**config.mk**
```make
export PLATFORM = sky130hd
export DESIGN_NAME = adc_scan_smoothing_calibration
export DESIGN_NICKNAME = d
export VERILOG_FILES = /design/src/rtl/ascs_pkg.sv /design/src/rtl/adc_scan_smoothing_calibration.sv /design/src/rtl/ascs_fifo.sv /design/src/rtl/ascs_front.sv /design/src/rtl/ascs_div.sv /design/src/rtl/ascs_back.sv
export SDC_FILE = /design/constraint.sdc
export NUM_CORES = 1
export LEC_CHECK = 0
export ABC_AREA = 1
export BUFFER_PORTS_ARGS = -buffer_cell sky130_fd_sc_hd__buf_2
export CORE_ASPECT_RATIO = 0.8
export CORE_UTILIZATION = 50
export CTS_CLUSTER_SIZE = 25
export DETAILED_ROUTE_END_ITERATION = 8
export PLACE_DENSITY_LB_ADDON = 0.1
export SLEW_MARGIN = 20
export SYNTH_ARGS = -nofsm -noshare
export SYNTH_HDL_FRONTEND = slang
export SYNTH_SLANG_ARGS = --single-unit
```
**constraint.sdc**
```tcl
create_clock -name i_clk -period 10.3 [get_ports i_clk]
set_clock_uncertainty 0.1 [all_clocks]
set_input_delay 1.03 -clock i_clk [delete_from_list [all_inputs] [get_ports i_clk]]
set_output_delay 1.03 -clock i_clk [all_outputs]
set_load 0.1 [all_outputs]
```
**src/rtl/ascs_pkg.sv**
```systemverilog
// Types, constants and helpers for the ADC scan smoothing and calibration block.
// Used by every module of the block; no dependencies.
package ascs_pkg;

    localparam int SAMPLE_BITS = 10;
    localparam int BYTE_BITS   = 8;
    localparam int SLOW_SHIFT  = 6;
    localparam int FAST_SHIFT  = 2;
    localparam int ACC_BITS    = 16;
    localparam int CNT_BITS    = 16;
    localparam int SUM_BITS    = 26;
    localparam int QDEPTH      = 2;
    localparam int NUM_FILT    = 5;

    localparam logic [CNT_BITS-1:0] CAL_SCANS_RESET = 16'd256;

    // Filter channel slots
    localparam int CH_MOTOR = 0;
    localparam int CH_TEMP  = 1;
    localparam int CH_BATT  = 2;
    localparam int CH_THR   = 3;
    localparam int CH_BRK   = 4;

    typedef struct packed {
        logic [SAMPLE_BITS-1:0] phase_b_sample;
        logic [SAMPLE_BITS-1:0] motor_current_sample;
        logic [SAMPLE_BITS-1:0] temperature_sample;
        logic [SAMPLE_BITS-1:0] battery_sample;
        logic [BYTE_BITS-1:0]   throttle_sample;
        logic [BYTE_BITS-1:0]   brake_sample;
    } t_scan;

    typedef struct packed {
        logic [SAMPLE_BITS-1:0] phase_b_raw;
        logic [SAMPLE_BITS-1:0] motor_current_raw;
        logic [SAMPLE_BITS-1:0] motor_current_smooth;
        logic [SAMPLE_BITS-1:0] temperature_smooth;
        logic [SAMPLE_BITS-1:0] battery_smooth;
        logic [BYTE_BITS-1:0]   throttle_smooth;
        logic [BYTE_BITS-1:0]   brake_smooth;
        logic [SAMPLE_BITS-1:0] phase_b_offset;
        logic [SAMPLE_BITS-1:0] motor_offset;
        logic                   calib_done;
        logic [CNT_BITS-1:0]    scan_count;
    } t_result;

    // Classified scan as it travels from front to back
    typedef struct packed {
        t_scan               scan;
        logic [CNT_BITS-1:0] scan_count;
        logic                cal;       // scan belongs to the calibration window
        logic                last;      // scan closes the calibration window
        logic [CNT_BITS-1:0] cal_cnt;   // scans summed including this one
    } t_qent;

    // Leaky accumulator update, wraps at ACC_BITS
    function automatic logic [ACC_BITS-1:0] leak_step(
        input logic [ACC_BITS-1:0]    acc,
        input logic [SAMPLE_BITS-1:0] smooth,
        input logic [SAMPLE_BITS-1:0] sample
    );
        return acc - ACC_BITS'(smooth) + ACC_BITS'(sample);
    endfunction

endpackage

```
**src/rtl/adc_scan_smoothing_calibration.sv**
```systemverilog
// ADC scan smoothing and current-offset calibration, top level.
// Ties together ascs_front, ascs_fifo and ascs_back; depends on ascs_pkg.
//
// Usage:
//   Input channel i_in_valid / o_in_stall / i_in_data carries one ADC scan per
//   transaction. Output channel o_out_valid / i_out_stall / o_out_data returns
//   one result per scan, in order. Config channel i_cfg_valid / o_cfg_ready /
//   i_cfg_data writes calib_scans (reset 256); write it only while idle.
//   An accepted scan is written into the queue; the back end pops it into the
//   result register when the output is free. Throughput: one scan per cycle
//   unless the output stalls or a division runs. The window-closing scan runs two
//   restoring dividers; its result follows both, and later scans queue behind it.
//   A two-entry queue decouples front and back; o_in_stall rises when it is full.
//   When i_out_stall is high the result register holds its transaction; the
//   back end stops and the queue fills, then the input stalls.
//   Reset (i_rst_n low, synchronous) clears filters, counters, sums, offsets,
//   calib_done and the queue, and restores calib_scans to 256. No clearing pass.
module adc_scan_smoothing_calibration (
    input  logic                          i_clk,
    input  logic                          i_rst_n,
    input  logic                          i_in_valid,
    output logic                          o_in_stall,
    input  ascs_pkg::t_scan               i_in_data,
    output logic                          o_out_valid,
    input  logic                          i_out_stall,
    output ascs_pkg::t_result             o_out_data,
    input  logic                          i_cfg_valid,
    output logic                          o_cfg_ready,
    input  logic [ascs_pkg::CNT_BITS-1:0] i_cfg_data
);
    import ascs_pkg::*;

    t_qent push_entry, head_entry;
    logic  push, pop, q_empty, q_full;

    assign o_in_stall = q_full;

    // Accept and classify
    ascs_front u_front (
        .i_clk       (i_clk),
        .i_rst_n     (i_rst_n),
        .i_in_valid  (i_in_valid),
        .i_in_data   (i_in_data),
        .i_full      (q_full),
        .o_push      (push),
        .o_entry     (push_entry),
        .i_cfg_valid (i_cfg_valid),
        .i_cfg_data  (i_cfg_data),
        .o_cfg_ready (o_cfg_ready)
    );

    // Front-to-back queue
    ascs_fifo u_fifo (
        .i_clk   (i_clk),
        .i_rst_n (i_rst_n),
        .i_push  (push),
        .i_entry (push_entry),
        .i_pop   (pop),
        .o_head  (head_entry),
        .o_empty (q_empty),
        .o_full  (q_full)
    );

    // Filters, calibration and result
    ascs_back u_back (
        .i_clk       (i_clk),
        .i_rst_n     (i_rst_n),
        .i_head      (head_entry),
        .i_empty     (q_empty),
        .o_pop       (pop),
        .o_out_valid (o_out_valid),
        .i_out_stall (i_out_stall),
        .o_out_data  (o_out_data)
    );

endmodule

```
**src/rtl/ascs_fifo.sv**
```systemverilog
// Short transaction queue between the front and back parts.
// Depends on ascs_pkg.
module ascs_fifo (
    input  logic          i_clk,
    input  logic          i_rst_n,
    input  logic          i_push,
    input  ascs_pkg::t_qent i_entry,
    input  logic          i_pop,
    output ascs_pkg::t_qent o_head,
    output logic          o_empty,
    output logic          o_full
);
    import ascs_pkg::*;

    localparam int PTR_BITS = (QDEPTH > 1) ? $clog2(QDEPTH) : 1;
    localparam int CNT_W    = $clog2(QDEPTH + 1);

    t_qent               r_mem [QDEPTH];
    logic [PTR_BITS-1:0] r_wp, r_rp;
    logic [CNT_W-1:0]    r_cnt;

    // Storage
    always_ff @(posedge i_clk) begin
        if (i_push) begin
            r_mem[r_wp] <= i_entry;
        end
    end

    // Pointers and fill level
    always_ff @(posedge i_clk) begin
        if (!i_rst_n) begin
            r_wp  <= '0;
            r_rp  <= '0;
            r_cnt <= '0;
        end else begin
            if (i_push) begin
                r_wp <= (r_wp == PTR_BITS'(QDEPTH - 1)) ? '0 : r_wp + 1'b1;
            end
            if (i_pop) begin
                r_rp <= (r_rp == PTR_BITS'(QDEPTH - 1)) ? '0 : r_rp + 1'b1;
            end
            if (i_push && !i_pop) begin
                r_cnt <= r_cnt + 1'b1;
            end else if (i_pop && !i_push) begin
                r_cnt <= r_cnt - 1'b1;
            end
        end
    end

    assign o_head  = r_mem[r_rp];
    assign o_empty = (r_cnt == '0);
    assign o_full  = (r_cnt == CNT_W'(QDEPTH));

endmodule

```
**src/rtl/ascs_front.sv**
```systemverilog
// Front part: accepts scans, counts them and tags the calibration window.
// Holds the calib_scans register. Depends on ascs_pkg.
module ascs_front (
    input  logic                          i_clk,
    input  logic                          i_rst_n,
    input  logic                          i_in_valid,
    input  ascs_pkg::t_scan               i_in_data,
    input  logic                          i_full,
    output logic                          o_push,
    output ascs_pkg::t_qent               o_entry,
    input  logic                          i_cfg_valid,
    input  logic [ascs_pkg::CNT_BITS-1:0] i_cfg_data,
    output logic                          o_cfg_ready
);
    import ascs_pkg::*;

    logic [CNT_BITS-1:0] r_calib_scans;
    logic [CNT_BITS-1:0] r_scans;
    logic [CNT_BITS-1:0] r_cal_cnt;
    logic                r_cal_open;

    logic                accept;
    logic [CNT_BITS-1:0] cal_cnt_inc;
    logic                cal_last;

    assign accept      = i_in_valid && !i_full;
    assign cal_cnt_inc = r_cal_cnt + 1'b1;
    // Window closes once the count reaches or passes the register
    assign cal_last    = r_cal_open && (cal_cnt_inc >= r_calib_scans);

    assign o_push      = accept;
    assign o_cfg_ready = 1'b1;

    always_comb begin
        o_entry.scan       = i_in_data;
        o_entry.scan_count = r_scans + 1'b1;
        o_entry.cal        = r_cal_open;
        o_entry.last       = cal_last;
        o_entry.cal_cnt    = cal_cnt_inc;
    end

    // Config register
    always_ff @(posedge i_clk) begin
        if (!i_rst_n) begin
            r_calib_scans <= CAL_SCANS_RESET;
        end else if (i_cfg_valid) begin
            r_calib_scans <= i_cfg_data;
        end
    end

    // Scan and calibration counters
    always_ff @(posedge i_clk) begin
        if (!i_rst_n) begin
            r_scans    <= '0;
            r_cal_cnt  <= '0;
            r_cal_open <= 1'b1;
        end else if (accept) begin
            r_scans <= r_scans + 1'b1;
            if (r_cal_open) begin
                r_cal_cnt  <= cal_cnt_inc;
                r_cal_open <= !cal_last;
            end
        end
    end

endmodule

```
**src/rtl/ascs_div.sv**
```systemverilog
// Restoring divider, one quotient bit per cycle, for the offset average.
// Depends on ascs_pkg.
module ascs_div (
    input  logic                             i_clk,
    input  logic                             i_rst_n,
    input  logic                             i_start,
    input  logic [ascs_pkg::SUM_BITS-1:0]    i_dividend,
    input  logic [ascs_pkg::CNT_BITS-1:0]    i_divisor,
    output logic                             o_done,
    output logic [ascs_pkg::SAMPLE_BITS-1:0] o_quotient
);
    import ascs_pkg::*;

    localparam int STEP_BITS = $clog2(SUM_BITS + 1);

    logic                 r_busy;
    logic                 r_done;
    logic [STEP_BITS-1:0] r_step;
    logic [CNT_BITS-1:0]  r_rem;
    logic [SUM_BITS-1:0]  r_quo;
    logic [CNT_BITS-1:0]  r_dsr;

    logic [CNT_BITS:0]    rem_sh;
    logic                 ge;

    // One restoring step; the remainder stays below the divisor
    assign rem_sh = {r_rem, r_quo[SUM_BITS-1]};
    assign ge     = (rem_sh >= {1'b0, r_dsr});

    // Datapath
    always_ff @(posedge i_clk) begin
        if (i_start) begin
            r_rem <= '0;
            r_quo <= i_dividend;
            r_dsr <= i_divisor;
        end else if (r_busy) begin
            r_rem <= ge ? CNT_BITS'(rem_sh - {1'b0, r_dsr}) : rem_sh[CNT_BITS-1:0];
            r_quo <= {r_quo[SUM_BITS-2:0], ge};
        end
    end

    // Step control
    always_ff @(posedge i_clk) begin
        if (!i_rst_n) begin
            r_busy <= 1'b0;
            r_done <= 1'b0;
            r_step <= '0;
        end else begin
            r_done <= 1'b0;
            if (i_start) begin
                r_busy <= 1'b1;
                r_step <= STEP_BITS'(SUM_BITS);
            end else if (r_busy) begin
                r_step <= r_step - 1'b1;
                if (r_step == STEP_BITS'(1)) begin
                    r_busy <= 1'b0;
                    r_done <= 1'b1;
                end
            end
        end
    end

    assign o_done     = r_done;
    assign o_quotient = r_quo[SAMPLE_BITS-1:0];

endmodule

```
**src/rtl/ascs_back.sv**
```systemverilog
// Back part: leaky filters, calibration sums, offset division and result register.
// Depends on ascs_pkg and ascs_div.
module ascs_back (
    input  logic              i_clk,
    input  logic              i_rst_n,
    input  ascs_pkg::t_qent   i_head,
    input  logic              i_empty,
    output logic              o_pop,
    output logic              o_out_valid,
    input  logic              i_out_stall,
    output ascs_pkg::t_result o_out_data
);
    import ascs_pkg::*;

    typedef enum logic [2:0] {
        S_IDLE = 3'b001,
        S_DIV  = 3'b010,
        S_EMIT = 3'b100
    } t_bstate;

    t_bstate                r_state;
    logic [ACC_BITS-1:0]    r_acc [NUM_FILT];
    logic [SAMPLE_BITS-1:0] r_sm  [NUM_FILT];
    logic [SAMPLE_BITS-1:0] r_raw_pb, r_raw_mc;
    logic [SUM_BITS-1:0]    r_sum_pb, r_sum_mc;
    logic [SAMPLE_BITS-1:0] r_off_pb, r_off_mc;
    logic                   r_done;
    logic [CNT_BITS-1:0]    r_scan_cnt;
    t_result                r_out;
    logic                   r_out_valid;

    logic [ACC_BITS-1:0]    n_acc [NUM_FILT];
    logic [SAMPLE_BITS-1:0] n_sm  [NUM_FILT];
    logic [SUM_BITS-1:0]    n_sum_pb, n_sum_mc;
    logic                   out_free;
    logic                   emit;
    logic                   div_done_pb, div_done_mc;
    logic [SAMPLE_BITS-1:0] quo_pb, quo_mc;
    t_result                res_now, res_held;

    assign out_free = !r_out_valid || !i_out_stall;
    assign o_pop    = (r_state == S_IDLE) && !i_empty && out_free;
    assign emit     = (r_state == S_EMIT) && out_free;

    // Filter updates
    always_comb begin
        n_acc[CH_MOTOR] = leak_step(r_acc[CH_MOTOR], r_sm[CH_MOTOR],
                                    i_head.scan.motor_current_sample);
        n_acc[CH_TEMP]  = leak_step(r_acc[CH_TEMP], r_sm[CH_TEMP],
                                    i_head.scan.temperature_sample);
        n_acc[CH_BATT]  = leak_step(r_acc[CH_BATT], r_sm[CH_BATT],
                                    i_head.scan.battery_sample);
        n_acc[CH_THR]   = leak_step(r_acc[CH_THR], r_sm[CH_THR],
                                    SAMPLE_BITS'(i_head.scan.throttle_sample));
        n_acc[CH_BRK]   = leak_step(r_acc[CH_BRK], r_sm[CH_BRK],
                                    SAMPLE_BITS'(i_head.scan.brake_sample));
        n_sm[CH_MOTOR]  = n_acc[CH_MOTOR][SLOW_SHIFT +: SAMPLE_BITS];
        n_sm[CH_TEMP]   = n_acc[CH_TEMP][SLOW_SHIFT +: SAMPLE_BITS];
        n_sm[CH_BATT]   = n_acc[CH_BATT][FAST_SHIFT +: SAMPLE_BITS];
        n_sm[CH_THR]    = SAMPLE_BITS'(n_acc[CH_THR][FAST_SHIFT +: BYTE_BITS]);
        n_sm[CH_BRK]    = SAMPLE_BITS'(n_acc[CH_BRK][FAST_SHIFT +: BYTE_BITS]);
    end

    // Calibration sums
    always_comb begin
        n_sum_pb = r_sum_pb;
        n_sum_mc = r_sum_mc;
        if (i_head.cal) begin
            n_sum_pb = r_sum_pb + SUM_BITS'(i_head.scan.phase_b_sample);
            n_sum_mc = r_sum_mc + SUM_BITS'(i_head.scan.motor_current_sample);
        end
    end

    // Result from this scan's fresh state
    always_comb begin
        res_now.phase_b_raw          = i_head.scan.phase_b_sample;
        res_now.motor_current_raw    = i_head.scan.motor_current_sample;
        res_now.motor_current_smooth = n_sm[CH_MOTOR];
        res_now.temperature_smooth   = n_sm[CH_TEMP];
        res_now.battery_smooth       = n_sm[CH_BATT];
        res_now.throttle_smooth      = n_sm[CH_THR][BYTE_BITS-1:0];
        res_now.brake_smooth         = n_sm[CH_BRK][BYTE_BITS-1:0];
        res_now.phase_b_offset       = r_off_pb;
        res_now.motor_offset         = r_off_mc;
        res_now.calib_done           = r_done;
        res_now.scan_count           = i_head.scan_count;
    end

    // Result of the window-closing scan, after the division
    always_comb begin
        res_held.phase_b_raw          = r_raw_pb;
        res_held.motor_current_raw    = r_raw_mc;
        res_held.motor_current_smooth = r_sm[CH_MOTOR];
        res_held.temperature_smooth   = r_sm[CH_TEMP];
        res_held.battery_smooth       = r_sm[CH_BATT];
        res_held.throttle_smooth      = r_sm[CH_THR][BYTE_BITS-1:0];
        res_held.brake_smooth         = r_sm[CH_BRK][BYTE_BITS-1:0];
        res_held.phase_b_offset       = r_off_pb;
        res_held.motor_offset         = r_off_mc;
        res_held.calib_done           = r_done;
        res_held.scan_count           = r_scan_cnt;
    end

    // Offset dividers, started on the window-closing scan
    ascs_div u_div_pb (
        .i_clk      (i_clk),
        .i_rst_n    (i_rst_n),
        .i_start    (o_pop && i_head.last),
        .i_dividend (n_sum_pb),
        .i_divisor  (i_head.cal_cnt),
        .o_done     (div_done_pb),
        .o_quotient (quo_pb)
    );

    ascs_div u_div_mc (
        .i_clk      (i_clk),
        .i_rst_n    (i_rst_n),
        .i_start    (o_pop && i_head.last),
        .i_dividend (n_sum_mc),
        .i_divisor  (i_head.cal_cnt),
        .o_done     (div_done_mc),
        .o_quotient (quo_mc)
    );

    // Filter and scan state
    always_ff @(posedge i_clk) begin
        if (!i_rst_n) begin
            for (int i = 0; i < NUM_FILT; i++) begin
                r_acc[i] <= '0;
                r_sm[i]  <= '0;
            end
            r_raw_pb   <= '0;
            r_raw_mc   <= '0;
            r_sum_pb   <= '0;
            r_sum_mc   <= '0;
            r_scan_cnt <= '0;
        end else if (o_pop) begin
            for (int i = 0; i < NUM_FILT; i++) begin
                r_acc[i] <= n_acc[i];
                r_sm[i]  <= n_sm[i];
            end
            r_raw_pb   <= i_head.scan.phase_b_sample;
            r_raw_mc   <= i_head.scan.motor_current_sample;
            r_sum_pb   <= n_sum_pb;
            r_sum_mc   <= n_sum_mc;
            r_scan_cnt <= i_head.scan_count;
        end
    end

    // Sequencer and offsets
    always_ff @(posedge i_clk) begin
        if (!i_rst_n) begin
            r_state  <= S_IDLE;
            r_off_pb <= '0;
            r_off_mc <= '0;
            r_done   <= 1'b0;
        end else begin
            unique case (r_state)
                S_IDLE: begin
                    if (o_pop && i_head.last) begin
                        r_state <= S_DIV;
                    end
                end
                S_DIV: begin
                    if (div_done_pb && div_done_mc) begin
                        r_off_pb <= quo_pb;
                        r_off_mc <= quo_mc;
                        r_done   <= 1'b1;
                        r_state  <= S_EMIT;
                    end
                end
                S_EMIT: begin
                    if (out_free) begin
                        r_state <= S_IDLE;
                    end
                end
                default: begin
                    r_state <= S_IDLE;
                end
            endcase
        end
    end

    // Output register
    always_ff @(posedge i_clk) begin
        if (o_pop && !i_head.last) begin
            r_out <= res_now;
        end else if (emit) begin
            r_out <= res_held;
        end
    end

    always_ff @(posedge i_clk) begin
        if (!i_rst_n) begin
            r_out_valid <= 1'b0;
        end else if ((o_pop && !i_head.last) || emit) begin
            r_out_valid <= 1'b1;
        end else if (!i_out_stall) begin
            r_out_valid <= 1'b0;
        end
    end

    assign o_out_valid = r_out_valid;
    assign o_out_data  = r_out;

endmodule

```
After elaboration in Yosys (flattened, before gate mapping)
Memories as Yosys holds them, arrays and structs flattened. A register that Yosys moved wholly into a read port is not among the register bits.
Cells that the tools add are included.

storage, ports and cells
  RAM bits = 310
  bits of input ports = 77
  output and inout port bits = 106
  register bits = 383
  logic and storage cells = 174
  memories kept = 3

operators by class
  add/subtract/negate cells = 22
  order comparisons = 3
  bitwise operators = 13
  reduce and logical (&&, ||, !) cells = 31
  multiplexer cells = 51
  eq/ne operators = 10

memory list
  name          words  width  read ports  clocked after Yosys merged registers in  wr ports  line             source
  u_fifo.r_mem  2      90     1           1                                        1         ascs_fifo.sv:18  t_qent r_mem [QDEPTH];
  u_back.r_acc  5      16     5           0                                        5         ascs_back.sv:22  logic [ACC_BITS-1:0] r_acc [NUM_FILT];
  u_back.r_sm   5      10     5           0                                        5         ascs_back.sv:23  logic [SAMPLE_BITS-1:0] r_sm [NUM_FILT];

operator list
  operator                                             number
  2-to-1 mux 103 bit                                   2
  2-to-1 mux 26 bit                                    6
  2-to-1 mux 16 bit                                    7
  subtractor 16 x 10 -> 16 bit                         5
  adder 26 x 10 -> 26 bit                              2
  2-to-1 mux 10 bit                                    5
  adder 16 x 10 -> 16 bit                              3
  greater-or-equal comparator 17 x 16 -> 1 bit         2
  adder 16 x 1 -> 16 bit, second input constant        2
  adder 16 x 8 -> 16 bit                               2
  subtractor 16 bit                                    2
  2-to-1 mux 1 bit                                     21
  2-to-1 mux 5 bit                                     4
  greater-or-equal comparator 16 bit                   1
  equality test 5 x 1 -> 1 bit, second input constant  2
  logical AND 1 bit                                    10
  bitwise OR 1 bit                                     10
  subtractor 5 x 1 -> 5 bit, second input constant     2
  2-to-1 mux 3 bit                                     3
  case mux 3 bit (3 select lines)                      1
  zero test 1 bit                                      8
  nonzero test 2 bit                                   4
  != test 2 x 1 -> 1 bit, second input constant        3
  OR reduction 3 bit                                   2
  other kinds (15)                                     21

Logic depth before layout (Yosys ltp)
  depth in word-level cells = 8
  gate-level depth with buffers = 21
  depth with buffers taken out = 19

Cells and area by module
Synthesis repeated with hierarchy kept, for this count alone.

second synthesis, totals
  cell total of the unflattened synthesis = 3932
  area total of the unflattened synthesis = 35185.0 µm²

by module, submodules not included
  module      instances  cells each  area each (µm²)  seq. area each (µm²)
  ascs_back   1          2156        17053.9          7277.0
  ascs_div    2          500         3817.4           1721.7
  ascs_fifo   1          315         7175.6           5505.3
  ascs_front  1          461         3320.7           980.9

Worst setup path after synthesis
OpenSTA, ideal clock, no wires.

  path type = input port to flip-flop
  start = in i_in_valid
  end = mem u_fifo.r_mem[1][0] in the netlist's numbering (enable)
  data required time = 9659 ps
  library setup time = 541 ps
  buffers on the path = 1
  stages = 3
  path slack = 4532 ps
  data arrival time = 5127 ps
  path through = o21ai_1 clkbuf_1 nor2_1

between the ends
  cells in the longest elaborated chain, start to end = 3

ends and longest elaborated chain
  item                                    line                                  source
  from (decl)                             adc_scan_smoothing_calibration.sv:21  input logic i_in_valid,
  logical AND 1 bit                       ascs_front.sv:26                      assign accept = i_in_valid && !i_full;
  2-to-1 mux 1 bit                        ascs_fifo.sv:24                       if (i_push) begin
  2-to-1 mux 1 bit (not written as such)  ascs_fifo.sv:25                       r_mem[r_wp] <= i_entry;
  to (decl)                               ascs_fifo.sv:18

No other way between the ends.

==> results.md <==
* Status: finished with violations
* Failing checks: DRC
* Net Count, Synth at 4004
* Minimum clock period at about 4.5 ns
* Worst Path Arrival at approximately 4.8 ns
* Pre-Repair DR Iteration Count at 7
* Pin count of the biggest net entering global routing at 79
* WL/cell at 15.8 µm
* Post-CTS Setup Inserts at 0
* Mean area per synthesized cell at about 8.7 µm²
* Clk sinks at between 600 and 700
* Critical path class: reg2reg
* Tcrit/Tclk final at approximately 44%
* Final net count at between 4k and 5k
* Area occupied by multi-input gates at ~13000 µm²
* Hold Path Class: reg2reg
* Synth top area share at around two fifths
* Syn Inst Count at between 3k and 4k
* Total grt overflow at 0
* #FFs+latches synth at 628
* Hold EP: u_back.o_out_data[24]$_DFFE_PP_
* Most used DFF post-synth: edfxtp_1
* CTS tree: yes
* CTS max path bufs at 3
* Synth top cells by count: nand2_1, inv_1, edfxtp_1
* Post-synth top area cell: edfxtp_1
* Initial Util at between 50% and 60%
* Global Route Usage Sum at around a quarter
* # setup viols final at 0
* Crit path required time at ~11 ns
* Maximum Capacitance Violations at 0
* Routability cong. at around 0.90
* Die X at 288 µm
* Fill cell count at roughly 5.8k
* Post-Place Setup Slack at approximately 5.7 ns
* HPWL Detailed at between 50 and 60 mm
* Storage cell area at between 15000 and 20000 µm²
* DRT iter0 DRCs at 1743
* Number of global-route vias before repair at 23.0k
* Final Max Tran Viols at 0
* Die Y at 230 µm
* Detail Route Antenna Nets at 0
* H-tree lvl count at 3
* Yosys cell types at 52
* CP startpoint kind: flop
* Final WL at between 70 and 80 mm
* CTS resizes at 0
* Via count at roughly 24k
* Relative slew slack at between 20% and 30%
* Standard-cell rows at 83
* Port bufs at ~180
* Via/cell ratio at 5.08
* R2R depth at 13
* Tightest Pin Transition at roughly 1.1 ns
* EDFF count, synth at about 420
* Root buffer cell: clkbuf_16
* Area Growth Syn to Fin at 12.4%
* First-pass GRT wire length at ~120 mm
* Synthesized area at 32600 µm²
* CTS Hold Bufs at 0
* Core Box Area at around 64000 µm²
* Drt drc at 16
* Highest Clock Rate at approximately 220 MHz
* Die ar. at around 66000 µm²
* Antenna violations before repair at 4
* Ys Warns at 0
* Critical Path Sink Type: flop
* RSZ-0062 raised after global routing: false
* Seq/Total Area, Yosys at roughly half
* Final worst slack at about 5.8 ns
* CTS clk-pin slew, worst paths at 0.06 ns
* Ranking of synthesized cells by area: edfxtp_1, dfxtp_1, nand2_1
* Layout cells sized above 1 at under 10%
* R2R Setup Slk at about 5.8 ns
* Worst hold start: u_back.r_off_mc[7]$_SDFFE_PN0P_
* RR Endpoint: u_back.o_out_data[80]$_DFFE_PP_
* CP max FO at 37
* Final Hold Vio Count at 0
* Count leader, synth: nand2_1
* Num ports at roughly 180
* Clock buffer count from CTS at a little under 70
* Clk_lat worst skew at 0.63 ns
* Setup tns final at 0 ns
* WHS Path Cells at 0
* Async SR Flop Fraction at 0%
logic make-up after synthesis:
family          after synthesis  synth area share (%)
simple gates               1604                  20.4
buf+inv                     682                  8.15
flops                       628                  51.3
compound gates              514                  8.39
other cells                   1                0.0115
mux                          33                  1.01
xor+xnor                     87                  2.34
fa+ha+maj                   189                  8.40
flip-flops by register name (all words and copies together), names as in the netlist, 2 cells and up, named ones only:
register	flops
u_back.r_state	3
u_back.u_div_mc.r_step	5
u_back.r_acc	64
u_fifo.r_cnt	2
u_back.r_off_mc	10
u_back.r_raw_mc	10
u_back.u_div_pb.r_quo	26
u_fifo.r_mem	180
u_back.o_out_data	103
u_back.r_sum_mc	26
u_front.r_calib_scans	16
u_back.u_div_mc.r_rem	16
u_back.r_sum_pb	26
u_front.r_scans	16
u_back.r_scan_cnt	16
u_back.u_div_pb.r_step	5
u_back.r_off_pb	10
u_back.u_div_pb.r_rem	16
u_back.u_div_mc.r_quo	26
u_back.u_div_pb.r_dsr	16
u_front.r_cal_cnt	16
u_back.r_raw_pb	10
per-stage QoR:
stage	instance area (µm²)	cells	utilization [%]	hold WS, ns
floorplan	32600	3738	-	0.308
global placement	34300	4685	53.3	0.313
detailed placement	34300	4685	53.3	0.315
CTS	36700	4811	57.0	0.331
global route	36700	4815	57.0	0.339
finish	36700	4815	57.0	0.328
critical path, cell delays in order, from the launching register on:
cell and delay, ns:
dfxtp_4 0.70, buf_4 0.41, buf_4 0.53, o21ai_0 0.31
fa_1 0.59, inv_1 0.04, ha_1 0.37, a21oi_1 0.23
nand2_1 0.15, a21boi_0 0.33, nand3b_1 0.20, nand3_1 0.10
nand3_1 0.09, nand2_1 0.06
routing by layer:
layer	track usage, %	share of wire [%]
met2	35.7	44
met3	3.48	4.2
met5	0	0
met4	6.58	2.2
met1	34.0	50
how the worst max path moves through the flow:
stage                     start  cells after the start                               to  slack, ns
floorplan            i_in_valid                      3     u_fifo.r_mem[1][0]$_DFFE_PP_       4.53
global placement    i_out_stall                     11  u_back.o_out_data[33]$_DFFE_PP_       5.70
detailed placement  i_out_stall                     11  u_back.o_out_data[25]$_DFFE_PP_       5.70
CTS                        flop                     13  u_back.o_out_data[81]$_DFFE_PP_       5.80
global route               flop                     13  u_back.o_out_data[80]$_DFFE_PP_       5.45
finish                     flop                     13  u_back.o_out_data[80]$_DFFE_PP_       5.80
final cells by class:
type,instances,share of cell area (%)
multi-input combinational,2428,36.2
clock inverter,37,1.15
sequential,628,45.6
timing repair buffer,205,2.96
clock buffer,89,5.28
tap,850,2.90
inverter,574,5.88
antenna,4,0.0273
layout by cell type, fill, tap and decap left out, types with 16 or more instances in the layout:
| cell | Yosys | routed |
|---|---|---|
| nand2_1 | 1040 | 1038 |
| inv_1 | 564 | 564 |
| edfxtp_1 | 415 | 415 |
| o21ai_0 | 250 | 250 |
| nand3_1 | 233 | 233 |
| dfxtp_1 | 213 | 212 |
| nor2_1 | 199 | 196 |
| buf_2 | 49 | 181 |
| a21oi_1 | 169 | 169 |
| ha_1 | 139 | 139 |
| clkbuf_16 | 0 | 72 |
| xor2_1 | 62 | 62 |
| fa_1 | 50 | 50 |
| nor3_1 | 40 | 40 |
| nand4_1 | 36 | 36 |
| mux2i_1 | 33 | 33 |
| xnor2_1 | 25 | 25 |
| buf_4 | 2 | 24 |
| o22ai_1 | 22 | 22 |
| o21ai_1 | 22 | 21 |
| nand3b_1 | 18 | 18 |
| or2_2 | 17 | 17 |
| o21bai_1 | 16 | 16 |
Power is left out: the tool's default activity adds up to more than one toggle a clock period on the data nets, which glitch-free logic cannot reach.
